--- src/rtl/dxt1cd_pkg.sv ---
// Shared types, constants and channel arithmetic for the DXT1 colour block decoder.
// No dependencies.
`default_nettype none

package dxt1cd_pkg;

  localparam int DXT1CD_QUEUE_DEPTH = 2;
  localparam int TEXELS = 16;
  localparam logic [3:0] TEXEL_LAST = 4'(TEXELS - 1);
  localparam logic [7:0] ALPHA_OPAQUE = 8'hFF;
  localparam logic [1:0] IDX_TRANSPARENT = 2'd3;
  // floor(x/3) == (x * 683) >> 11 for every x below 2048
  localparam logic [19:0] RECIP3 = 20'd683;

  typedef struct packed {
    logic [7:0] red;
    logic [7:0] green;
    logic [7:0] blue;
    logic [7:0] alpha;
  } texel_t;

  typedef struct packed {
    texel_t [3:0] palette;
    logic [31:0]  indices;
  } block_t;

  function automatic logic [7:0] widen5(input logic [4:0] v);
    return {v, v[4:2]};
  endfunction

  function automatic logic [7:0] widen6(input logic [5:0] v);
    return {v, v[5:4]};
  endfunction

  // (2a + b + 1) / 3
  function automatic logic [7:0] third_mix(input logic [7:0] a, input logic [7:0] b);
    logic [9:0]  s;
    logic [19:0] p;
    s = {1'b0, a, 1'b0} + {2'b00, b} + 10'd1;
    p = {10'd0, s} * RECIP3;
    return p[18:11];
  endfunction

  // (a + b) / 2
  function automatic logic [7:0] half_mix(input logic [7:0] a, input logic [7:0] b);
    logic [8:0] s;
    s = {1'b0, a} + {1'b0, b};
    return s[8:1];
  endfunction

endpackage

`default_nettype wire

--- src/rtl/dxt1cd_front.sv ---
// Front end: holds the mode register, unpacks both endpoints and builds the palette.
// Depends on dxt1cd_pkg.
`default_nettype none

module dxt1cd_front import dxt1cd_pkg::*; (
  input  wire logic        clk,
  input  wire logic        rst,
  input  wire logic        cfg_write,
  input  wire logic        cfg_data,
  input  wire logic [15:0] endpoint_a,
  input  wire logic [15:0] endpoint_b,
  input  wire logic [31:0] index_word,
  output block_t           entry
);

  logic   dxt1_mode;
  logic   three;
  texel_t ca, cb, c2, c3;

  always_ff @(posedge clk) begin
    if (rst) begin
      dxt1_mode <= 1'b1;
    end else if (cfg_write) begin
      dxt1_mode <= cfg_data;
    end
  end

  always_comb begin
    three = dxt1_mode && (endpoint_a <= endpoint_b);

    ca.red   = widen5(endpoint_a[15:11]);
    ca.green = widen6(endpoint_a[10:5]);
    ca.blue  = widen5(endpoint_a[4:0]);
    ca.alpha = ALPHA_OPAQUE;
    cb.red   = widen5(endpoint_b[15:11]);
    cb.green = widen6(endpoint_b[10:5]);
    cb.blue  = widen5(endpoint_b[4:0]);
    cb.alpha = ALPHA_OPAQUE;

    if (three) begin
      c2.red   = half_mix(ca.red, cb.red);
      c2.green = half_mix(ca.green, cb.green);
      c2.blue  = half_mix(ca.blue, cb.blue);
      c3       = '0;    // transparent black
    end else begin
      c2.red   = third_mix(ca.red, cb.red);
      c2.green = third_mix(ca.green, cb.green);
      c2.blue  = third_mix(ca.blue, cb.blue);
      c3.red   = third_mix(cb.red, ca.red);
      c3.green = third_mix(cb.green, ca.green);
      c3.blue  = third_mix(cb.blue, ca.blue);
      c3.alpha = ALPHA_OPAQUE;
    end
    c2.alpha = ALPHA_OPAQUE;

    entry.palette[0] = ca;
    entry.palette[1] = cb;
    entry.palette[2] = c2;
    entry.palette[IDX_TRANSPARENT] = c3;
    entry.indices = index_word;
  end

endmodule

`default_nettype wire

--- src/rtl/dxt1cd_queue.sv ---
// Small register queue of decoded palettes between the front end and the texel emitter.
// Depends on dxt1cd_pkg.
`default_nettype none

module dxt1cd_queue import dxt1cd_pkg::*; #(
  parameter int DEPTH = DXT1CD_QUEUE_DEPTH
) (
  input  wire logic   clk,
  input  wire logic   rst,
  input  wire logic   wr_en,
  input  wire block_t wr_data,
  output logic        full,
  input  wire logic   rd_en,
  output block_t      rd_data,
  output logic        not_empty
);

  localparam int PTR_W = (DEPTH > 1) ? $clog2(DEPTH) : 1;
  localparam int CNT_W = $clog2(DEPTH + 1);
  localparam logic [PTR_W-1:0] LAST_SLOT = PTR_W'(DEPTH - 1);
  localparam logic [CNT_W-1:0] FULL_CNT = CNT_W'(DEPTH);

  block_t           slots [DEPTH];
  logic [PTR_W-1:0] wr_ptr, rd_ptr;
  logic [CNT_W-1:0] count;

  assign full      = (count == FULL_CNT);
  assign not_empty = (count != '0);
  assign rd_data   = slots[rd_ptr];

  always_ff @(posedge clk) begin
    if (wr_en) begin
      slots[wr_ptr] <= wr_data;
    end
  end

  always_ff @(posedge clk) begin
    if (rst) begin
      wr_ptr <= '0;
      rd_ptr <= '0;
      count  <= '0;
    end else begin
      if (wr_en) begin
        wr_ptr <= (wr_ptr == LAST_SLOT) ? '0 : wr_ptr + 1'b1;
      end
      if (rd_en) begin
        rd_ptr <= (rd_ptr == LAST_SLOT) ? '0 : rd_ptr + 1'b1;
      end
      if (wr_en && !rd_en) begin
        count <= count + 1'b1;
      end else if (rd_en && !wr_en) begin
        count <= count - 1'b1;
      end
    end
  end

endmodule

`default_nettype wire

--- src/rtl/dxt1cd_back.sv ---
// Back end: walks the sixteen indices of the head block and fills the output register.
// Depends on dxt1cd_pkg.
`default_nettype none

module dxt1cd_back import dxt1cd_pkg::*; (
  input  wire logic   clk,
  input  wire logic   rst,
  input  wire logic   head_valid,
  input  wire block_t head,
  output logic        head_pop,
  output logic        empty,
  input  wire logic   pop,
  output logic [3:0]  texel_number,
  output logic [7:0]  red,
  output logic [7:0]  green,
  output logic [7:0]  blue,
  output logic [7:0]  alpha,
  output logic        last_texel
);

  logic [3:0] cnt;
  logic       out_valid;
  logic       advance;
  logic [1:0] sel;
  texel_t     tex;

  assign advance  = head_valid && (!out_valid || pop);
  assign head_pop = advance && (cnt == TEXEL_LAST);
  assign sel      = head.indices[{cnt, 1'b0} +: 2];
  assign tex      = head.palette[sel];
  assign empty    = !out_valid;

  always_ff @(posedge clk) begin
    if (rst) begin
      cnt       <= '0;
      out_valid <= 1'b0;
    end else begin
      if (advance) begin
        cnt       <= cnt + 1'b1;    // wraps to 0 after the last texel
        out_valid <= 1'b1;
      end else if (pop) begin
        out_valid <= 1'b0;
      end
    end
  end

  always_ff @(posedge clk) begin
    if (advance) begin
      texel_number <= cnt;
      red          <= tex.red;
      green        <= tex.green;
      blue         <= tex.blue;
      alpha        <= tex.alpha;
      last_texel   <= (cnt == TEXEL_LAST);
    end
  end

`ifndef ASSERT_OFF
  // a partly emitted block must still sit at the queue head
  a_block_held: assert property (@(posedge clk) disable iff (rst)
    (cnt != '0) |-> head_valid)
    else $error("texel walk in progress without a head block");

  a_wrap: assert property (@(posedge clk) disable iff (rst)
    head_pop |=> (cnt == '0) && out_valid && last_texel)
    else $error("block end did not wrap counter and mark last texel");

  a_output_held: assert property (@(posedge clk) disable iff (rst)
    (out_valid && !pop) |=> out_valid && $stable(texel_number))
    else $error("unpopped texel lost");
`endif

endmodule

`default_nettype wire

--- src/rtl/dxt1_colour_block_decoder.sv ---
// Top level of the DXT1 colour block decoder: front end, palette queue and texel emitter.
// Depends on dxt1cd_pkg, dxt1cd_front, dxt1cd_queue, dxt1cd_back.
`default_nettype none

// Takes one 8-byte colour block per request and returns its sixteen RGBA8888
// texels in row-major order, one per cycle while pop is held, the last one
// flagged. A block's palette is built in the cycle it is pushed and stored in
// a QUEUE_DEPTH-entry queue; the emitter drains the head block at one texel per
// cycle unless the result side stalls, so the single texel output port sets the
// sustained block rate. The first texel of a block passes through the queue slot
// and then the output register to the result ports if the result side is free.
// cfg_write sets the DXT1 mode bit (reset 1); write it only while the decoder is idle.
module dxt1_colour_block_decoder import dxt1cd_pkg::*; #(
  parameter int QUEUE_DEPTH = DXT1CD_QUEUE_DEPTH
) (
  input  wire logic        clk,
  input  wire logic        rst,
  input  wire logic        cfg_write,
  input  wire logic        cfg_data,
  input  wire logic        push,
  output logic             full,
  input  wire logic [15:0] endpoint_a,
  input  wire logic [15:0] endpoint_b,
  input  wire logic [31:0] index_word,
  output logic             empty,
  input  wire logic        pop,
  output logic [3:0]       texel_number,
  output logic [7:0]       red,
  output logic [7:0]       green,
  output logic [7:0]       blue,
  output logic [7:0]       alpha,
  output logic             last_texel
);

  block_t entry, head;
  logic   head_valid, head_pop;

  dxt1cd_front u_front (
    .clk        (clk),
    .rst        (rst),
    .cfg_write  (cfg_write),
    .cfg_data   (cfg_data),
    .endpoint_a (endpoint_a),
    .endpoint_b (endpoint_b),
    .index_word (index_word),
    .entry      (entry)
  );

  dxt1cd_queue #(
    .DEPTH (QUEUE_DEPTH)
  ) u_queue (
    .clk       (clk),
    .rst       (rst),
    .wr_en     (push && !full),
    .wr_data   (entry),
    .full      (full),
    .rd_en     (head_pop),
    .rd_data   (head),
    .not_empty (head_valid)
  );

  dxt1cd_back u_back (
    .clk          (clk),
    .rst          (rst),
    .head_valid   (head_valid),
    .head         (head),
    .head_pop     (head_pop),
    .empty        (empty),
    .pop          (pop),
    .texel_number (texel_number),
    .red          (red),
    .green        (green),
    .blue         (blue),
    .alpha        (alpha),
    .last_texel   (last_texel)
  );

endmodule

`default_nettype wire
--- config.mk ---
export PLATFORM = sky130hd
export DESIGN_NAME = dxt1_colour_block_decoder
export DESIGN_NICKNAME = d
export VERILOG_FILES = /design/src/rtl/dxt1cd_pkg.sv /design/src/rtl/dxt1cd_front.sv /design/src/rtl/dxt1cd_queue.sv /design/src/rtl/dxt1cd_back.sv /design/src/rtl/dxt1_colour_block_decoder.sv
export SDC_FILE = /design/constraint.sdc
export NUM_CORES = 1
export LEC_CHECK = 0
export BUFFER_PORTS_ARGS = -buffer_cell sky130_fd_sc_hd__buf_4
export CAP_MARGIN = 20
export CORE_MARGIN = 10
export CORE_UTILIZATION = 40
export DETAILED_ROUTE_END_ITERATION = 8
export SLEW_MARGIN = 40
export SYNTH_ARGS = -nofsm -noshare
export SYNTH_HDL_FRONTEND = slang
export SYNTH_HIERARCHICAL = 1
export SYNTH_SLANG_ARGS = --single-unit
export TNS_END_PERCENT = 20
--- constraint.sdc ---
create_clock -name clk -period 9 [get_ports clk]
set_input_delay 1.8 -clock clk [delete_from_list [all_inputs] [get_ports clk]]
set_output_delay 1.8 -clock clk [all_outputs]
set_load 0.005 [all_outputs]
Word level (Yosys, flattened, before mapping). Memory sizes are Yosys's and may differ from the RTL's. A register that Yosys moved wholly into a read port is not among the register bits. Index checks and enable logic that the tools add are counted. Widths: inputs -> output; s select.

Bits in registers: 47. Memories kept: 1. Memory bits (writable): 272. Word-level logic and storage cells: 72.

Multipliers: 6. Shift operators: 1. Eq/ne operators: 2. Muxes and demuxes: 14. Order comparisons: 2. $add $sub $neg: 20. Reductions and logical operators: 14.

Memory list: u_queue.slots (words 2, width 136, rd ports 1, clocked after Yosys merged registers in 1, wr ports 1, line dxt1cd_queue.sv:23) `block_t slots [DEPTH];`.

Operator list (number): $mul 10x10->19 const B (6); $bmux 32 s2 (1); $mux 32 (2); $add 10x1->10 const B (6); $add 9x8->10 (6); $shiftx 32x6->2 (1); $add 8x8->9 (3); $mux 24 (1); $le 16x16->1 (1); $mux 1 (8); $logic_and 1x1->1 (6); $reduce_bool 2->1 (3); $add 4x1->4 const B (1); $eq 4x4->1 const B (1); $logic_not 1->1 (4); $mux 2 (2); $lt 2x3->1 const B (1); $add 1x1->1 const B (2); $add 2x1->2 const B (1); $eq 2x2->1 const B (1); $sub 2x1->2 const B (1); $logic_or 1x1->1 (1).

Depth between registers and ports, before layout.
Depth after elaboration: 7. Gate-level depth with buffers: 26.

Modules after synthesis. Netlist, hierarchy kept.

Modules (own cells, without submodules): dxt1cd_front (sequential area each 20.0 um^2, cells each 1567, times used 1, area each 13646.8 um^2); dxt1cd_queue (sequential area each 9709.3 um^2, cells each 520, times used 1, area each 12159.2 um^2); dxt1cd_back (sequential area each 1211.2 um^2, cells each 282, times used 1, area each 2875.3 um^2); dxt1_colour_block_decoder (sequential area each 0.0 um^2, cells each 1, times used 1, area each 13.8 um^2).

Worst setup path after synthesis. No wires, ideal clock.

Path type: input -> register. From: input port push. To: memory u_queue/slots[0][0] (netlist bit), enable pin. Library setup time: 701 ps. Data arrival time: 8996 ps. Slack: -697 ps. Stages: 2. Cell sequence: nor2b_4 nor2b_1.

Word-level cells in the longest chain between the ends: 3.

Ends and longest elaborated chain: from (decl) (line dxt1_colour_block_decoder.sv:20) `input wire logic push,`; $logic_and 1x1->1 (line dxt1_colour_block_decoder.sv:54) `.wr_en (push && !full),`; $mux 1 (line dxt1cd_queue.sv:32) `if (wr_en) begin`; $mux 1 (implied by the code) (line dxt1cd_queue.sv:33) `slots[wr_ptr] <= wr_data;`; to (decl) (line dxt1cd_queue.sv:23).

Every way passes these cells.

==> results.py <==
metrics = {
    "outcome": {
        "status": "finished, final reports clean",
    },
    "power": {
        "powerDensity_nw_per_um2": 396,
        "power_frac_comb": 0.657,
        "internal_power_uw": 7020,
        "swShare": 0.428,
        "ir_drop_mv": 0.212,
        "pwr-share-seq": 0.215,
        "clockPowerShare": 0.128,
        "power_switching_uw": 5260,
        "p_leak_uw": 0.0134,
    },
    "detailed_routing": {
        "vias": 17500,
        "drt-met1-wl_mm": 28.5,
        "drc": 0,
        "route.met2.wl_mm": 31.1,
        "dr.pass1.iters": 7,
        "wl_mm": 63.5,
        "wl_met3_mm": 2.51,
        "ant_nets": 0,
        "wire_per_inst_um": 18.9,
        "vias_per_cell": 5.21,
        "drt-initial-drc-count": 1096,
        "top_layer_used": "met5",
    },
    "cells_and_area": {
        "final_core_util": 0.434,
        "syn2layout_area_growth_pct": 8.00,
        "nNetsFinal": 2985,
        "fillers": 6573,
        "final_layout_size_suffix_gt1_frac": 0.153,
    },
    "floorplanning": {
        "start_util": 0.402,
        "num_rows": 98,
        "coreArea_um2": 71400,
        "dieArea_um2": 82900,
        "die_w_um": 288,
        "die_h_um": 288,
        "pin_count": 109,
    },
    "critical_path": {
        "end_kind": "flop",
        "crit_slowest_cell": "fa_1",
        "cp.arrival_ns": 8.05,
        "crit_chain": "buf_4 -> fa_1 -> a21o_1 -> a211oi_2 -> nor2_1 -> o41ai_4 -> xnor2_1 -> xnor2_1 -> ha_1 -> fa_1 -> fa_1 -> inv_1 -> fa_1 -> inv_1 -> ha_1 -> a21oi_1 -> o21ai_0 -> or4b_4 -> and3_1 -> o31ai_2 -> a21oi_1 -> or3b_1 -> a21oi_1",
        "r2r_cells": 6,
        "start_kind": "primary input",
        "crit_fanout": 12,
        "max_stage_delay_ns": 0.53,
        "worstSetupPathType": "primary input to flop",
        "cp.required_ns": 9.36,
        "crit_top_cell": "fa_1",
    },
    "sta": {
        "hold_violations": 0,
        "drv_slew": 0,
        "setup_viol": 0,
        "fin_crit_ns": 7.69,
        "final.setup.tns_ns": 0,
        "fmax_ghz": 0.130,
        "rsz0062_at_grt": "no",
        "clock_skew_ns": 0.0194,
        "slew_headroom": 0.457,
        "fin_crit_sh": 0.855,
        "worst_pin_slew_ns": 0.815,
    },
    "clock_network": {
        "cts_buffer_depth": 3,
        "cts_num_sinks": 368,
        "h-tree-depth": 2,
        "clk_latency_ns": 0.53,
        "cts_resized": 0,
        "cts_made_buffers": 37,
        "cts_tree": "done",
        "clkTransAtPathRegs_ns": 0.06,
        "cts_hold_buf": 0,
        "cts.root.buffer_cell": "clkbuf_16",
        "post-cts-setup-buffers": 0,
    },
    "global_route": {
        "grt_pass1_vias": 18500,
        "antenna_found_initial": 3,
        "grt_usage": 0.152,
        "gr-total-overflow": 0,
        "grt_pass1_wl_mm": 101,
        "grt_max_degree": 85,
    },
    "hold_path": {
        "hold_depth": 2,
        "hp-class": "flop to flop",
    },
    "synthesis": {
        "yosys.cell_count.top_type": "ha_1",
        "synth_ff_type": "edfxtp_1",
        "async_flop_share": 0,
        "syn_inst": 2370,
        "ys_types": 77,
        "synth.area.top_cells": "edfxtp_1, ha_1, fa_1, mux2_4, inv_1",
        "avgSynthCellArea_um2": 12.1,
        "netlist_area_um2": 28700,
        "synth_edf_count": 357,
        "synth_top_area_frac": 0.374,
        "netlist_top_cells_count": "ha_1, edfxtp_1, inv_1, fa_1, buf_4",
        "yosysSeqAreaShare": 0.381,
        "yosysTopAreaCell": "edfxtp_1",
        "yosys_warnings": 6,
        "ys_ff_latch": 368,
    },
    "place": {
        "port_buffers": 108,
        "place_congestion": 0.874,
        "hpwl_mm": 46.8,
    },
    "job": {
        "maxCapViolations": 0,
    },
}
==> final cells by class <==
type	instances	area [µm²]	share of cell area
repair buffers	127	1040	0.0335
clock inverters	16	196	0.00634
well taps	950	1190	0.0384
diodes	1	2.50	0.0000807
multi-input cells	1582	15600	0.503
inverters	264	992	0.0320
flip-flops and latches	368	10900	0.353
clock buffers	48	1050	0.0339
==> layer usage <==
| metal | global-route usage | vias to the layer above |
|---|---|---|
| li1 | - | 8377 |
| met1 | 0.199 | 8658 |
| met2 | 0.262 | 352 |
| met3 | 0.0174 | 84 |
| met4 | 0.0382 | 2 |
| met5 | 0 | - |
==> per-stage QoR <==
| stage | instances | cell area, µm² | hold WS [ns] | setup slack [ns] | total power [µW] |
|---|---|---|---|---|---|
| 2_1_floorplan | 2394 | 28800 | 0.456 | 1.43 | 8800 |
| 6_report | 3356 | 31000 | 0.520 | 1.31 | 12300 |
| 5_1_grt | 3356 | 31000 | 0.551 | 0.881 | 13700 |
| 3_5_place_dp | 3289 | 29700 | 0.499 | 0.743 | 10800 |
| 3_3_place_gp | 3287 | 29600 | 0.474 | 0.892 | 10600 |
| 4_1_cts | 3353 | 30900 | 0.526 | 1.32 | 12400 |
==> critical path: cells and delay by family <==
family,cells,cell delay [ns]
buffers and inverters,3,0.27
xor gates and xnor gates,2,0.47
adders and majority gates,6,2.65
and+or+nand+nor,4,1.19
AOI/OAI and AO/OA,8,1.66
==> flip-flops by register name, summed over array words and instances, names as in the netlist, named ones only <==
| signal | cells |
|---|---|
| u_back/last_texel | 1 |
| u_queue/count | 2 |
| u_back/out_valid | 1 |
| u_back/texel_number | 4 |
| u_queue/rd_ptr | 1 |
| u_back/blue | 8 |
| u_front/dxt1_mode | 1 |
| u_back/red | 8 |
| u_back/alpha | 8 |
| u_back/cnt | 4 |
| u_back/green | 8 |
| u_queue/wr_ptr | 1 |
| u_queue/slots | 320 |
==> path summary, 6_finish.rpt <==
check	start	end	slack [ns]
setup reg to reg	flop	u_back/blue[6]	5.53
setup / recovery	endpoint_a[9]	u_queue/slots[0][151]	1.31
hold / removal	u_queue/rd_ptr	u_queue/rd_ptr	0.52
hold reg to reg	u_queue/rd_ptr	u_queue/rd_ptr	0.52
==> kinds of logic after synthesis <==
logic type,share of synthesized area
buffers and inverters,0.0804
muxes,0.0851
DFF,0.381
other,0.000262
xor gates and xnor gates,0.0481
adders and majority gates,0.266
and+or+nand+nor,0.0496
AOI/OAI and AO/OA,0.0890
==> layout by cell type (no fill, tap or decap), types with 8 or more instances in the layout <==
cell type	count
buf_4	120
mux2_4	100
edfxtp_1	357
nand4_1	8
mux2_2	60
a21oi_1	99
and3_1	10
and2_1	13
nand3_1	53
nor2_1	84
o21bai_1	21
or3_1	17
o21a_1	10
inv_1	263
xor2_1	57
clkbuf_16	39
conb_1	26
nand2_1	56
o31ai_1	8
xnor2_1	98
nor3_1	19
a32oi_1	32
ha_1	409
fa_1	126
mux2i_1	10
o21ai_0	106
a31oi_1	36
dfxtp_1	10
a21o_1	25
==> power groups by stage <==
stage	clock [µW]	combinational, µW	sequential (µW)
final	1570	8070	2640
after global routing	1680	9350	2670
after CTS	1620	8160	2650
after detailed placement	0	8080	2680
after global placement	0	7930	2670
after floorplan	0	6140	2660
Power figures use the tool's default switching activity.
